**src/design/brld_pkg.sv**
```systemverilog
// Shared types and constants of the byte-run line decoder.
// Used by brld_ctrl, brld_dpath and the top level; depends on nothing.
package brld_pkg;

  localparam logic [1:0] CFG_LINE_MODE   = 2'd0;
  localparam logic [1:0] CFG_ROW_BYTES   = 2'd1;
  localparam logic [1:0] CFG_PLANE_COUNT = 2'd2;

  localparam int unsigned CFG_DATA_W = 9;
  localparam int unsigned CFG_IDX_W  = 2;

  localparam logic [7:0] NOP_HEADER = 8'd128;

  localparam logic [1:0] PH_HEADER  = 2'd0;
  localparam logic [1:0] PH_LITERAL = 2'd1;
  localparam logic [1:0] PH_REPEAT  = 2'd2;

  typedef struct packed {
    logic take;
    logic emit;
  } brld_cmd_t;

  typedef struct packed {
    logic has_result;
    logic starts_repeat;
    logic last_pair;
  } brld_sts_t;

endpackage

```
**src/design/byterun_line_decoder.sv**
```systemverilog
// Top level of the byte-run line decoder: PackBits or pass-through lines.
// Instantiates brld_ctrl and brld_dpath; uses brld_pkg.
//
//   channel   direction  handshake                  payload
//   in        input      in_valid_i / in_ready_o     stream_byte_i
//   out       output     out_valid_o / out_ready_i   first_byte_o .. status_o
//   cfg       input      cfg_we_i                    cfg_idx_i, cfg_data_i
//
// Header, literal and pass-through bytes are taken straight from the input.
// A repeat byte is emitted by the single result register, one pair per cycle
// unless stalled; input is held off meanwhile. A full result register with
// out_ready_i low stalls the input.
// Reset restores line mode 1, two-byte rows and one plane.
module byterun_line_decoder #(
  parameter int unsigned MAX_ROW_BYTES = 256,
  parameter int unsigned MAX_PLANES    = 9
) (
  input  logic                           clk_i,
  input  logic                           rst_ni,
  input  logic                           cfg_we_i,
  input  logic [brld_pkg::CFG_IDX_W-1:0]  cfg_idx_i,
  input  logic [brld_pkg::CFG_DATA_W-1:0] cfg_data_i,
  input  logic                           in_valid_i,
  output logic                           in_ready_o,
  input  logic [7:0]                     stream_byte_i,
  output logic                           out_valid_o,
  input  logic                           out_ready_i,
  output logic [7:0]                     first_byte_o,
  output logic [7:0]                     second_byte_o,
  output logic [1:0]                     byte_count_o,
  output logic                           line_done_o,
  output logic                           last_of_run_o,
  output logic                           status_o
);

  brld_pkg::brld_cmd_t cmd;
  brld_pkg::brld_sts_t sts;

  brld_ctrl u_ctrl (
    .clk_i       (clk_i),
    .rst_ni      (rst_ni),
    .in_valid_i  (in_valid_i),
    .in_ready_o  (in_ready_o),
    .out_valid_o (out_valid_o),
    .out_ready_i (out_ready_i),
    .sts_i       (sts),
    .cmd_o       (cmd)
  );

  brld_dpath #(
    .MAX_ROW_BYTES (MAX_ROW_BYTES),
    .MAX_PLANES    (MAX_PLANES)
  ) u_dpath (
    .clk_i         (clk_i),
    .rst_ni        (rst_ni),
    .cfg_we_i      (cfg_we_i),
    .cfg_idx_i     (cfg_idx_i),
    .cfg_data_i    (cfg_data_i),
    .stream_byte_i (stream_byte_i),
    .cmd_i         (cmd),
    .sts_o         (sts),
    .first_byte_o  (first_byte_o),
    .second_byte_o (second_byte_o),
    .byte_count_o  (byte_count_o),
    .line_done_o   (line_done_o),
    .last_of_run_o (last_of_run_o),
    .status_o      (status_o)
  );

endmodule

```
**src/design/brld_ctrl.sv**
```systemverilog
// Controller of the byte-run line decoder: handshakes and repeat sequencing.
// Depends on brld_pkg; drives brld_dpath through command and status structs.
module brld_ctrl (
  input  logic              clk_i,
  input  logic              rst_ni,
  input  logic              in_valid_i,
  output logic              in_ready_o,
  output logic              out_valid_o,
  input  logic              out_ready_i,
  input  brld_pkg::brld_sts_t sts_i,
  output brld_pkg::brld_cmd_t cmd_o
);

  localparam logic ST_IDLE = 1'b0;
  localparam logic ST_EMIT = 1'b1;

  logic state_q, state_d;
  logic out_valid_q, out_valid_d;
  logic slot_free;

  assign slot_free  = !out_valid_q || out_ready_i;
  assign in_ready_o = (state_q == ST_IDLE) && slot_free;
  assign out_valid_o = out_valid_q;

  always_comb begin
    cmd_o.take = (state_q == ST_IDLE) && in_valid_i && slot_free;
    cmd_o.emit = (state_q == ST_EMIT) && slot_free;
  end

  always_comb begin
    state_d = state_q;
    unique case (state_q)
      ST_IDLE: begin
        if (cmd_o.take && sts_i.starts_repeat) state_d = ST_EMIT;
      end
      ST_EMIT: begin
        if (cmd_o.emit && sts_i.last_pair) state_d = ST_IDLE;
      end
      default: state_d = ST_IDLE;
    endcase
  end

  always_comb begin
    if ((cmd_o.take && sts_i.has_result) || cmd_o.emit) begin
      out_valid_d = 1'b1;
    end else if (out_ready_i) begin
      out_valid_d = 1'b0;
    end else begin
      out_valid_d = out_valid_q;
    end
  end

  always_ff @(posedge clk_i or negedge rst_ni) begin
    if (!rst_ni) begin
      state_q     <= ST_IDLE;
      out_valid_q <= 1'b0;
    end else begin
      state_q     <= state_d;
      out_valid_q <= out_valid_d;
    end
  end

endmodule

```
**src/design/brld_dpath.sv**
```systemverilog
// Datapath of the byte-run line decoder: configuration, row and line
// counters, decode phase, run counters and the result register. Uses brld_pkg.
module brld_dpath #(
  parameter int unsigned MAX_ROW_BYTES = 256,
  parameter int unsigned MAX_PLANES    = 9
) (
  input  logic                                clk_i,
  input  logic                                rst_ni,
  input  logic                                cfg_we_i,
  input  logic [brld_pkg::CFG_IDX_W-1:0]      cfg_idx_i,
  input  logic [brld_pkg::CFG_DATA_W-1:0]     cfg_data_i,
  input  logic [7:0]                          stream_byte_i,
  input  brld_pkg::brld_cmd_t                 cmd_i,
  output brld_pkg::brld_sts_t                 sts_o,
  output logic [7:0]                          first_byte_o,
  output logic [7:0]                          second_byte_o,
  output logic [1:0]                          byte_count_o,
  output logic                                line_done_o,
  output logic                                last_of_run_o,
  output logic                                status_o
);

  localparam int unsigned RW  = $clog2(MAX_ROW_BYTES + 1);
  localparam int unsigned PW  = $clog2(MAX_PLANES + 1);
  localparam int unsigned CW  = (RW > 9) ? RW : 9;
  localparam int unsigned PCW = (PW > 4) ? PW : 4;
  localparam int unsigned KW  = 1 + PW + RW;

  logic          mode_q, mode_d;
  logic [8:0]    row_q, row_d;
  logic [3:0]    planes_q, planes_d;
  logic [RW-1:0] eff_row;
  logic [PW-1:0] eff_planes;

  logic [RW-1:0] left_q, left_d;
  logic [PW-1:0] rows_q, rows_d;
  logic [1:0]    phase_q, phase_d;
  logic [7:0]    lit_q, lit_d;
  logic [7:0]    rep_q, rep_d;
  logic [7:0]    rep_byte_q, rep_byte_d;

  logic [7:0] first_q, first_d, second_q, second_d;
  logic [1:0] count_q, count_d;
  logic       done_q, done_d, last_q, last_d, stat_q, stat_d;

  logic          restart;
  logic [8:0]    run_len;
  logic          overrun;
  logic [KW-1:0] step1, step2;
  logic [7:0]    lit_dec, rep_rem;
  logic          pair;

  function automatic logic [KW-1:0] consume(input logic [RW-1:0] left,
                                            input logic [PW-1:0] rows,
                                            input logic [RW-1:0] er,
                                            input logic [PW-1:0] ep);
    logic [RW-1:0] l1;
    logic [PW-1:0] r1;
    l1 = (left != '0) ? left - RW'(1) : left;
    r1 = (rows != '0) ? rows - PW'(1) : rows;
    if (l1 != '0) begin
      consume = {1'b0, rows, l1};
    end else if (r1 == '0) begin
      consume = {1'b1, ep, er};
    end else begin
      consume = {1'b0, r1, er};
    end
  endfunction

  always_comb begin
    mode_d   = mode_q;
    row_d    = row_q;
    planes_d = planes_q;
    restart  = 1'b0;
    if (cfg_we_i) begin
      unique case (cfg_idx_i)
        brld_pkg::CFG_LINE_MODE: begin
          mode_d  = cfg_data_i[0];
          restart = 1'b1;
        end
        brld_pkg::CFG_ROW_BYTES: begin
          row_d   = cfg_data_i;
          restart = 1'b1;
        end
        brld_pkg::CFG_PLANE_COUNT: begin
          planes_d = cfg_data_i[3:0];
          restart  = 1'b1;
        end
        default: restart = 1'b0;
      endcase
    end
  end

  always_comb begin
    if (row_d == 9'd0) begin
      eff_row = RW'(1);
    end else if (CW'(row_d) > CW'(MAX_ROW_BYTES)) begin
      eff_row = RW'(MAX_ROW_BYTES);
    end else begin
      eff_row = RW'(row_d);
    end
    if (planes_d == 4'd0) begin
      eff_planes = PW'(1);
    end else if (PCW'(planes_d) > PCW'(MAX_PLANES)) begin
      eff_planes = PW'(MAX_PLANES);
    end else begin
      eff_planes = PW'(planes_d);
    end
  end

  assign run_len = (stream_byte_i < brld_pkg::NOP_HEADER) ?
                   {1'b0, stream_byte_i} + 9'd1 : 9'd257 - {1'b0, stream_byte_i};
  assign overrun = CW'(run_len) > CW'(left_q);
  assign pair    = rep_q >= 8'd2;
  assign rep_rem = pair ? rep_q - 8'd2 : rep_q - 8'd1;
  assign lit_dec = (lit_q != 8'd0) ? lit_q - 8'd1 : lit_q;
  assign step1   = consume(left_q, rows_q, eff_row, eff_planes);
  assign step2   = consume(step1[RW-1:0], step1[RW+PW-1:RW], eff_row, eff_planes);

  always_comb begin
    sts_o.has_result = !mode_q || (phase_q == brld_pkg::PH_LITERAL) ||
                       ((phase_q == brld_pkg::PH_HEADER) &&
                        (stream_byte_i != brld_pkg::NOP_HEADER) && overrun);
    sts_o.starts_repeat = mode_q && (phase_q == brld_pkg::PH_REPEAT);
    sts_o.last_pair     = rep_q <= 8'd2;
  end

  always_comb begin
    left_d     = left_q;
    rows_d     = rows_q;
    phase_d    = phase_q;
    lit_d      = lit_q;
    rep_d      = rep_q;
    rep_byte_d = rep_byte_q;
    first_d    = first_q;
    second_d   = second_q;
    count_d    = count_q;
    done_d     = done_q;
    last_d     = last_q;
    stat_d     = stat_q;
    if (restart) begin
      left_d  = eff_row;
      rows_d  = eff_planes;
      phase_d = brld_pkg::PH_HEADER;
      lit_d   = 8'd0;
      rep_d   = 8'd0;
    end else if (cmd_i.take) begin
      if (!mode_q || phase_q == brld_pkg::PH_LITERAL) begin
        left_d   = step1[RW-1:0];
        rows_d   = step1[RW+PW-1:RW];
        first_d  = stream_byte_i;
        second_d = 8'd0;
        count_d  = 2'd1;
        done_d   = step1[KW-1];
        last_d   = 1'b1;
        stat_d   = 1'b0;
        if (mode_q) begin
          lit_d = lit_dec;
          if (lit_dec == 8'd0) phase_d = brld_pkg::PH_HEADER;
        end
      end else if (phase_q == brld_pkg::PH_REPEAT) begin
        rep_byte_d = stream_byte_i;
      end else if (stream_byte_i != brld_pkg::NOP_HEADER) begin
        if (overrun) begin
          left_d   = eff_row;
          rows_d   = eff_planes;
          phase_d  = brld_pkg::PH_HEADER;
          lit_d    = 8'd0;
          rep_d    = 8'd0;
          first_d  = 8'd0;
          second_d = 8'd0;
          count_d  = 2'd0;
          done_d   = 1'b1;
          last_d   = 1'b1;
          stat_d   = 1'b1;
        end else if (stream_byte_i < brld_pkg::NOP_HEADER) begin
          lit_d   = run_len[7:0];
          phase_d = brld_pkg::PH_LITERAL;
        end else begin
          rep_d   = run_len[7:0];
          phase_d = brld_pkg::PH_REPEAT;
        end
      end
    end else if (cmd_i.emit) begin
      first_d  = rep_byte_q;
      second_d = pair ? rep_byte_q : 8'd0;
      count_d  = pair ? 2'd2 : 2'd1;
      if (pair) begin
        left_d = step2[RW-1:0];
        rows_d = step2[RW+PW-1:RW];
        done_d = step2[KW-1];
      end else begin
        left_d = step1[RW-1:0];
        rows_d = step1[RW+PW-1:RW];
        done_d = step1[KW-1];
      end
      last_d = rep_rem == 8'd0;
      stat_d = 1'b0;
      rep_d  = rep_rem;
      if (rep_rem == 8'd0) phase_d = brld_pkg::PH_HEADER;
    end
  end

  always_ff @(posedge clk_i or negedge rst_ni) begin
    if (!rst_ni) begin
      mode_q   <= 1'b1;
      row_q    <= 9'd2;
      planes_q <= 4'd1;
      left_q   <= RW'(2);
      rows_q   <= PW'(1);
      phase_q  <= brld_pkg::PH_HEADER;
      lit_q    <= 8'd0;
      rep_q    <= 8'd0;
    end else begin
      mode_q   <= mode_d;
      row_q    <= row_d;
      planes_q <= planes_d;
      left_q   <= left_d;
      rows_q   <= rows_d;
      phase_q  <= phase_d;
      lit_q    <= lit_d;
      rep_q    <= rep_d;
    end
  end

  always_ff @(posedge clk_i) begin
    rep_byte_q <= rep_byte_d;
    first_q    <= first_d;
    second_q   <= second_d;
    count_q    <= count_d;
    done_q     <= done_d;
    last_q     <= last_d;
    stat_q     <= stat_d;
  end

  assign first_byte_o  = first_q;
  assign second_byte_o = second_q;
  assign byte_count_o  = count_q;
  assign line_done_o   = done_q;
  assign last_of_run_o = last_q;
  assign status_o      = stat_q;

endmodule

```
**config.mk**
```make
export PLATFORM = sky130hd
export DESIGN_NAME = byterun_line_decoder
export DESIGN_NICKNAME = d
export VERILOG_FILES = /design/src/design/brld_pkg.sv /design/src/design/byterun_line_decoder.sv /design/src/design/brld_ctrl.sv /design/src/design/brld_dpath.sv
export SDC_FILE = /design/constraint.sdc
export NUM_CORES = 1
export LEC_CHECK = 0
export ABC_AREA = 1
export BUFFER_PORTS_ARGS = -buffer_cell sky130_fd_sc_hd__buf_2
export CORE_UTILIZATION = 30
export CTS_CLUSTER_SIZE = 8
export DETAILED_ROUTE_END_ITERATION = 10
export MAX_ROUTING_LAYER = met4
export PLACE_DENSITY = 0.52
export SLEW_MARGIN = 20
export SYNTH_ARGS = -nofsm -noshare
export SYNTH_HDL_FRONTEND = slang
export SYNTH_SLANG_ARGS = --single-unit
```
**constraint.sdc**
```tcl
create_clock -name clk_i -period 3.9 [get_ports clk_i]
set_clock_uncertainty 0.15 [all_clocks]
set_input_delay 0.39 -clock clk_i [delete_from_list [all_inputs] [get_ports clk_i]]
set_output_delay 0.39 -clock clk_i [all_outputs]
set_load 0.05 [all_outputs]
```
==> results of run 1 <==
kinds of logic (layout without fill, tap and decap cells):
family,Yosys count,after routing,share of synthesized area (%)
compound gates,147,147,15.11
xor+xnor,14,14,2.110
fa+ha+maj,24,24,4.869
buf+inv,161,252,10.16
flops,76,76,33.29
mux,1,1,0.1826
other cells,1,1,0.06081
simple gates,445,446,34.21
cell usage in the layout, fill, tap and decap left out, drive strengths merged, types with 4 or more instances in the layout:
| master | count |
|---|---|
| xor2 | 13 |
| a21oi | 34 |
| edfxtp | 29 |
| nor2 | 97 |
| dfstp | 5 |
| a221oi | 9 |
| nand3b | 4 |
| a31oi | 4 |
| buf | 92 |
| dfrtp | 42 |
| nand4 | 26 |
| inv | 148 |
| nand3 | 53 |
| o221ai | 5 |
| o21ai | 61 |
| o31ai | 9 |
| clkbuf | 9 |
| o22ai | 8 |
| nand2 | 258 |
| ha | 24 |
stage by stage:
step | worst slack (ps) | std cells | hold slack [ps] | power, mW | utilization (%)
finish | 234.5 | 1231 | 97.54 | 6.094 | 36.59
global route | -30.89 | 1231 | 100.4 | 6.669 | 36.59
CTS | 24.46 | 1221 | 92.57 | 5.948 | 36.05
detailed placement | -5.350 | 1204 | 303.2 | 5.056 | 34.53
global placement | 69.53 | 1204 | 301.3 | 5.072 | 34.53
floorplan | 144.0 | 869 | -55.59 | 4.070 | -
how the worst min path moves through the flow:
| stage | start | to | cells after the start |
|---|---|---|---|
| after global placement | rst_ni | u_dpath.row_q[6] | 1 |
| after global routing | stream_byte_i[5] | u_dpath.rep_byte_q[5] | 1 |
| final | stream_byte_i[5] | u_dpath.rep_byte_q[5] | 1 |
| after CTS | stream_byte_i[5] | u_dpath.rep_byte_q[5] | 1 |
| after detailed placement | rst_ni | u_dpath.row_q[0] | 1 |
| after floorplan | rst_ni | u_ctrl.out_valid_o | 0 |
state kept, by name, summed over array words and instances (netlist names), 2 cells and up:
register and cells:
u_dpath.row_q 9, u_dpath.left_q 9, u_dpath.first_byte_o 8, u_dpath.second_byte_o 8, u_dpath.planes_q 4, u_dpath.phase_q 2, u_dpath.rep_q 8, u_dpath.lit_q 8
u_dpath.byte_count_o 2, u_dpath.rep_byte_q 8, u_dpath.rows_q 4
report_power, final:
group	switching (mW)	total, mW	leakage (nW)	internal [mW]
Sequential	0.177	1.28	0.828	1.10
Clock	0.406	0.862	0.149	0.456
Combinational	2.65	3.95	2.75	1.31
timing repair:
action,4_1_cts,5_1_grt
hold endpoints to repair,22,0
buffers inserted,0,9
endpoints found under the setup margin,0,14
hold buffers,1,0
gates resized for setup,0,7
layout make-up:
type	instances	area [um^2]	share of cell area [%]
multi-input cells	633	3532	47.86
repair buffers	93	623.1	8.442
clock inverters	7	71.32	0.9663
flip-flops and latches	76	2053	27.82
well taps	270	337.8	4.577
inverters	143	538.0	7.289
clock buffers	9	225.2	3.051
routing by layer:
metal | wire (um) | share of wire [%]
met5 | 0 | 0
met1 | 8624 | 49
met3 | 665 | 3.8
met2 | 8005 | 45
met4 | 378 | 2.1
==> metrics.csv, run 1 <==
stage,metric,value,unit
critical_path,path_common_cell,nand2_1,
critical_path,crit_slowest_cell,dfstp_2,
critical_path,timing.rr.end,u_dpath.line_done_o,
route,via_per_inst,4.797,
min_path,hold_class,input pin to flop,
die,core,20170,um^2
logic_synthesis,ys_types,62,
pwr,peakVddDrop,0.2695,mV
critical_path,worst_r2r_path_depth,25,
grt,grt_pass1_vias,5479,
placed_design,io_buffers,46,
logic_synthesis,netlist_instances,869,
critical_path,reg2reg_slack,230,ps
die,ioPinCount,47,
timing,finalSetupTns,0,ps
die,die_height,145.4,um
timing,slew_violations,0,
route,routedWlPerCell,14.36,um
placed_design,postPlaceCellArea,6965,um^2
layout,nets,1004,
grt,grt_overflow,0,
logic_synthesis,synth_edf_count,29,
critical_path,slowest_delay,550,ps
grt,met1_usage,24.23,%
placed_design,gp_congestion,0.8914,
placed_design,hpwl,13700,um
cts,clk_latency,360,ps
grt,use_met2,26.68,%
timing,fin_crit,3665,ps
layout,design_area,7381,um^2
critical_path,endpoint_kind,flop,
route,first_pass_iters,4,
logic_synthesis,async_reset_ff_share,61.84,%
timing,slew_headroom,55.41,%
logic_synthesis,yosysSeqAreaShare,33.29,%
grt,busiest_layer,met2,
logic_synthesis,synth_common_cells,"nand2_1, inv_1, nor2_1",
grt,grt_max_degree,28,
logic_synthesis,yosysWarnings,0,
critical_path,cp-start-kind,flop,
critical_path,cp.arrival,3710,ps
logic_synthesis,avgSynthCellArea,7.097,um^2
route,first_iter_violations,319,
status,status,completed,
grt,antenna_found_initial,0,
die,chipWidth,145.4,um
cts,clock-sinks,76,
logic_synthesis,yosys.area.top_type,dfrtp_1,
critical_path,endpoint,u_dpath.line_done_o,
cts,cts_root_buf,clkbuf_16,
cts,ctsHtreeMaxLevel,3,
cts,cts_buffers,9,
die,start_util,30.58,%
timing,max_freq,272.8,MHz
critical_path,worst-path-stages,25,
critical_path,required,3950,ps
grt,grtUsageTotal,17.73,%
die,dieArea,21130,um^2
grt,grt_pass1_wl,28920,um
route,drtAntennaViolNets,0,
layout,fillers,2159,
cts,cts_tree,done,
cts,clk_pin_slew,70,ps
route,vias,5905,
critical_path,critPathMaxFanout,6,
cts,cts_buffer_depth,2,
logic_synthesis,yosysMostFrequentCell,nand2_1,
critical_path,worstReg2RegStart,u_dpath.left_q[1],
grt,grtUsageMet3,1.912,%
logic_synthesis,synthFlopType,dfrtp_1,
run,maxCapViolations,0,
route,drcViolationCount,0,
critical_path,startpoint,u_dpath.left_q[1],
route,wirelength,17670,um
pwr,pwr_density_cell,825.7,nW/um^2
logic_synthesis,synth_top_cell_area_share,17.04,%
timing,setup_viol,0,
timing,worstMarginPinSlew,667.3,ps
timing,final.period_utilization,93.99,%
die,fp-row-count,52,
logic_synthesis,synthTopCellsByArea,"dfrtp_1, nand2_1, edfxtp_1, inv_1, nor2_1",
logic_synthesis,syn_area,6167,um^2
layout,diodes,0,
logic_synthesis,syn_nets,917,
critical_path,path_buf_inv,5,
timing,hold_violations,0,
pwr,leakage,3.727,nW
logic_synthesis,ys_ff_latch,76,
layout,synthToLayoutAreaGrowth,19.68,%
critical_path,path_class,flop to flop,
critical_path,cpLargestDelayFamily,simple AND/OR/NAND/NOR gates,
layout,drive_above_1_share,21.02,%
Note: power is estimated with default switching activity, not from simulation.
==> run 2, diff against run 1 <==
--- a/config.mk
+++ b/config.mk
@@ -16,3 +16,4 @@
 export SYNTH_ARGS = -nofsm -noshare
 export SYNTH_HDL_FRONTEND = slang
 export SYNTH_SLANG_ARGS = --single-unit
+export TNS_END_PERCENT = 30
==> constraint.sdc (replaced) <==
create_clock -name clk_i -period 3.9 [get_ports clk_i]
set_clock_uncertainty 0.15 [all_clocks]
set_input_delay 0.195 -clock clk_i [delete_from_list [all_inputs] [get_ports clk_i]]
set_output_delay 0.195 -clock clk_i [all_outputs]
set_load 0.05 [all_outputs]
==> run 2 against run 1 <==
Clock-buffer cell count unchanged. Maximum frequency increased by 0.86%. Final cell count unchanged. Clock power increased by 0.5%. Non-clock buffer count unchanged. Setup slack improved by 31 ps. Sequential power about the same. Combinational power about the same. Power about the same. Via count increased by 1.9%. Worst hold slack got worse by 81 ps. Utilization increased by 0.25 points. Highest routed layer unchanged.
==> metrics.csv, run 2 (synthesized netlist as in run 1, its figures left out) <==
stage,metric,value,unit,change
status,status,completed,,
layout,regArea,2054,um^2,about the same
cts,cts_tree,done,,
grt,grtUsageMet3,1.944,%,+0.031 points
layout,final_cells,1231,,unchanged
die,dieArea,21130,um^2,unchanged
critical_path,required,4040,ps,+90 ps
timing,slew_headroom,54.10,%,-1.3 points
die,start_util,30.58,%,unchanged
timing,whs,16.74,ps,-80.80 ps
placed_design,preCtsSetupSlack,141.2,ps,+146.5 ps
layout,fillers,2199,,+1.9%
grt,busiest_layer,met2,,
placed_design,postPlaceCellArea,6893,um^2,-1.0%
die,chipWidth,145.4,um,unchanged
die,core,20170,um^2,unchanged
critical_path,crit_slowest_cell,dfstp_2,,
cts,cts_buffer_depth,2,,unchanged
timing,hold_violations,0,,unchanged
layout,multi_input_area,3562,um^2,+0.85%
critical_path,path_common_cell,nand2_1,,
grt,grt_max_degree,48,,+71%
critical_path,critPathMaxFanout,7,,+1
die,ioPinCount,47,,unchanged
pwr,leakage,3.718,nW,-0.26%
pwr,pwr_density_cell,819.3,nW/um^2,-0.77%
route,via_per_inst,4.888,,+1.9%
timing,final.period_utilization,93.18,%,-0.81 points
pwr,peakVddDrop,0.2872,mV,+6.6%
placed_design,gp_congestion,0.8867,,-0.53%
grt,met1_usage,24.63,%,+0.40 points
layout,drive_above_1_share,20.50,%,-0.52 points
route,first_pass_iters,5,,+1
critical_path,cp.arrival,3780,ps,+70 ps
route,drcViolationCount,0,,unchanged
cts,cts_buffers,9,,unchanged
critical_path,reg2reg_slack,270,ps,+30 ps
cts,clk_latency,350,ps,about the same
grt,antenna_found_initial,0,,unchanged
grt,grt_pass1_wl,29530,um,+2.1%
grt,grt_overflow,0,,unchanged
die,fp-row-count,52,,unchanged
route,routedWlPerCell,14.74,um,+2.7%
timing,worstMarginPinSlew,681.3,ps,+14.02 ps
grt,use_met2,28.34,%,+1.7 points
critical_path,slowest_delay,550,ps,about the same
route,first_iter_violations,377,,+18%
placed_design,placedCellCount,1196,,-0.66%
layout,nets,1004,,unchanged
pwr,power,6.088,mW,about the same
placed_design,hpwl,13600,um,-0.67%
run,maxCapViolations,0,,unchanged
timing,fin_crit,3634,ps,-31.40 ps
timing,setup_viol,0,,unchanged
layout,synthToLayoutAreaGrowth,20.49,%,
route,vias,6017,,+1.9%
critical_path,path_class,flop to flop,,
layout,largestRegisters,"u_dpath.left_q: 9 flops, u_dpath.row_q: 9 flops",,
layout,final_util,36.84,%,+0.25 points
cts,ctsHtreeMaxLevel,3,,unchanged
die,die_height,145.4,um,unchanged
route,wirelength,18150,um,+2.7%
layout,diodes,0,,unchanged
grt,grt_pass1_vias,5576,,+1.8%
route,drtAntennaViolNets,0,,unchanged
min_path,hold_class,input pin to flop,,
critical_path,endpoint_kind,flop,,
cts,clock-sinks,76,,unchanged
cts,clk_pin_slew,70,ps,about the same
layout,layout_commonest_cell,nand2_1,,
layout,layout_common_cells,"nand2_1, inv_1, nor2_1",,
critical_path,cp-start-kind,flop,,
grt,grtUsageTotal,18.18,%,+0.45 points
timing,layout_setup_ws,265.9,ps,+31.41 ps
timing,finalSetupTns,0,ps,unchanged
timing,slew_violations,0,,unchanged
cts,cts_root_buf,clkbuf_16,,
placed_design,io_buffers,46,,unchanged
layout,design_area,7431,um^2,+0.68%
timing,max_freq,275.2,MHz,+0.86%
-- run 2: timing repair --
item	CTS	global route
resized for setup	0	16
setup buffers	0	8
hold endpoints to repair	51	0
hold buffers	10	0
endpoints found under the setup margin	0	37
-- run 2: final timing paths --
kind                                         endpoint         startpoint  cells past startpoint
worst max-delay path                u_dpath.left_q[5]  u_dpath.left_q[1]                     25
worst min-delay path            u_dpath.rep_byte_q[0]   stream_byte_i[0]                      1
min in group asynchronous            u_dpath.row_q[8]             rst_ni                      3
max in group asynchronous           u_dpath.left_q[0]             rst_ni                      3
worst max register to register      u_dpath.left_q[5]  u_dpath.left_q[1]                     25
worst min register to register      u_dpath.left_q[1]  u_dpath.left_q[1]                      2
-- run 2: area by class of cell --
cell class,count,share of cell area [%]
Clock buffer,9,3.031
Clock inverter,7,1.027
Inverter,143,7.240
Multi-Input combinational cell,633,47.94
Sequential cell,76,27.65
Tap cell,270,4.546
Timing Repair Buffer,93,8.570
-- run 2: critical path, delay by kind of cell (launching register included) --
family,cells,cell delay (ps)
AND/OR/NAND/NOR,20,2070
flip-flops,1,550
adder cells (fa/ha/maj),2,410
buffers and inverters,3,380
-- run 2: power breakdown --
part	switching [mW]	leakage (nW)	internal, mW
Combinational	2.66	2.74	1.27
Sequential	0.192	0.827	1.10
Clock	0.408	0.150	0.457
Total	3.26	3.72	2.83
-- run 2: per-layer routing --
metal	part of all wire (%)	vias up	wire length, um
li1	-	3038	-
met1	48	2827	8630
met2	47	131	8449
met3	4.3	21	775
met4	1.6	0	293
met5	0	-	0
==> run 3, diff against run 2 <==
--- a/config.mk
+++ b/config.mk
@@ -10,6 +10,7 @@
 export CORE_UTILIZATION = 30
 export CTS_CLUSTER_SIZE = 8
 export DETAILED_ROUTE_END_ITERATION = 10
+export HOLD_SLACK_MARGIN = 0.06
 export MAX_ROUTING_LAYER = met4
 export PLACE_DENSITY = 0.52
 export SLEW_MARGIN = 20
==> run 3 against run 2 <==
Non-clock buffer count is 2 higher. Clock-buffer cell count is the same. Sequential share of layout area fell by 0.084 points. Worst hold slack gained 38 ps. First-iteration DRC count is 0.27% lower. Sequential power hardly changed. Register-to-register slack about the same. Final cell count grew 0.16%. Flip-flop and latch count stayed put. Utilization increased by 0.11 points. Via count about the same. Routed wire length increased by 0.38%. Critical path type unchanged. Largest cell class unchanged.
==> metrics.csv, run 3 (synthesized netlist as in run 1, its figures left out) <==
stage,metric,value,unit,change
status,status,completed,,
cts,clock-sinks,76,,unchanged
route,routedWlPerCell,14.77,um,+0.22%
run,maxCapViolations,0,,unchanged
critical_path,slowest_delay,550,ps,about the same
route,first_iter_violations,376,,-0.27%
critical_path,path_buf_inv,3,,unchanged
die,fp-row-count,52,,unchanged
layout,layout_commonest_cell,nand2_1,,
grt,antenna_found_initial,0,,unchanged
critical_path,path_class,flop to flop,,
timing,setup_viol,0,,unchanged
grt,grt_pass1_vias,5585,,+0.16%
cts,cts_buffers,9,,unchanged
critical_path,cp.arrival,3780,ps,about the same
timing,worstMarginPinSlew,684.1,ps,+2.794 ps
cts,ctsHtreeMaxLevel,3,,unchanged
cts,cts_root_buf,clkbuf_16,,
placed_design,gp_congestion,0.8867,,unchanged
die,dieArea,21130,um^2,unchanged
route,vias,6015,,-0.033%
cts,cts_buffer_depth,2,,unchanged
route,first_pass_iters,5,,unchanged
layout,layout_common_cells,"nand2_1, inv_1, nor2_1",,
cts,cts_tree,done,,
placed_design,io_buffers,46,,unchanged
timing,layout_setup_ws,266.6,ps,+0.6530 ps
route,drtAntennaViolNets,0,,unchanged
layout,diodes,0,,unchanged
timing,slew_headroom,53.91,%,-0.19 points
min_path,hold_class,input pin to flop,,
cts,clk_pin_slew,70,ps,about the same
layout,largestRegisters,"u_dpath.left_q: 9 flops, u_dpath.row_q: 9 flops",,
grt,grtUsageTotal,18.18,%,about the same
die,ioPinCount,47,,unchanged
cts,clk_latency,360,ps,about the same
placed_design,hpwl,13600,um,unchanged
critical_path,critPathMaxFanout,7,,unchanged
critical_path,crit_slowest_cell,dfstp_2,,
die,die_height,145.4,um,unchanged
timing,max_freq,275.2,MHz,about the same
route,drcViolationCount,0,,unchanged
pwr,pwr_density_cell,817.6,nW/um^2,-0.21%
critical_path,endpoint_kind,flop,,
timing,slew_violations,0,,unchanged
critical_path,cp-start-kind,flop,,
die,core,20170,um^2,unchanged
pwr,p_comb_share,64.5,%,about the same
grt,grt_max_degree,48,,unchanged
timing,hold_violations,0,,unchanged
layout,synthToLayoutAreaGrowth,20.86,%,
pwr,seqPwrFrac,21.3,%,about the same
critical_path,required,4040,ps,about the same
pwr,power.share.clock,14.2,%,about the same
grt,grt_pass1_wl,29550,um,about the same
die,chipWidth,145.4,um,unchanged
timing,final.period_utilization,93.17,%,about the same
critical_path,path_common_cell,nand2_1,,
layout,nets,1006,,+0.20%
critical_path,cpLargestDelayFamily,simple AND/OR/NAND/NOR gates,,
die,start_util,30.58,%,unchanged
layout,drive_above_1_share,20.46,%,-0.043 points
timing,finalSetupTns,0,ps,unchanged
pwr,p_sw,3.263,mW,+0.13%
placed_design,preCtsSetupSlack,141.2,ps,unchanged
grt,grt_overflow,0,,unchanged
route,wirelength,18220,um,+0.38%
route,via_per_inst,4.878,,-0.20%
pwr,p_sw_share,53.54,%,about the same
pwr,peakVddDrop,0.2848,mV,-0.87%
pwr,p_int,2.831,mW,about the same
timing,fin_crit,3633,ps,-0.6530 ps
pwr,leakage,3.727,nW,+0.24%
==> run 3: cell count changes in the layout (fill, tap and decap cells not counted), sizes merged <==
| cell | before | now |
|---|---|---|
| dlygate4sd3 | 10 | 12 |
| buf | 83 | 82 |
| clkbuf | 9 | 10 |
==> run 3: routing by layer <==
metal	wire [um]	GRT usage (%)	share of wire (%)
met5	0	-	0
met2	8476	28.34	47
met1	8813	24.65	48
met3	633	1.944	3.5
met4	293	5.947	1.6
==> run 3: power by group through the flow <==
stage          Clock, mW  Sequential (mW)  Combinational (mW)
6_report           0.866             1.30                3.93
5_1_grt            0.921             1.33                4.38
4_1_cts            0.891             1.29                3.73
3_5_place_dp           0             1.31                3.70
3_3_place_gp           0             1.30                3.71
2_1_floorplan          0             1.45                2.62
==> run 3: cell type report <==
type,instances,area [um^2]
sequential,76,2054
tap,270,337.8
inverter,143,538.0
clock inverter,7,76.32
fill,2196,12720
multi-input combinational,633,3562
timing repair buffer,95,659.4
clock buffer,9,225.2
==> run 3: per-stage QoR <==
step	power [mW]	std cells	cell area [um^2]	util, %	hold slack (ps)
floorplan	4.070	869	6171	-	-250.6
global placement	5.015	1196	6893	34.17	210.9
detailed placement	5.004	1196	6893	34.17	202.5
CTS	5.910	1224	7315	36.27	62.42
global route	6.628	1233	7453	36.95	69.51
finish	6.094	1233	7453	36.95	54.80
==> run 3: path summary, 6_finish.rpt <==
kind                       slack, ps               from                end  depth (start not counted)
max                              270  u_dpath.left_q[1]  u_dpath.left_q[4]                         25
min                               50       cfg_idx_i[1]     u_dpath.mode_q                          4
max reg2reg                      270  u_dpath.left_q[1]  u_dpath.left_q[4]                         25
min reg2reg                      330  u_dpath.left_q[1]  u_dpath.left_q[1]                          2
max in group asynchronous       2790             rst_ni  u_dpath.left_q[0]                          3
min in group asynchronous        320             rst_ni   u_dpath.row_q[8]                          3
==> run 3: what timing repair did <==
item / in CTS / in global routing
hold buffers: 12 / 0
endpoints found under the hold margin: 54 / 0
endpoints found under the setup margin: 0 / 37
resized for setup: 0 / 17
setup buffers: 0 / 8
==> run 3: worst reg2reg max path, delay by kind of cell, from the launching register on <==
family / cells / cell delay [ps]
simple gates: 20 / 2070
flops: 1 / 550
fa+ha+maj: 2 / 410
buf+inv: 3 / 390
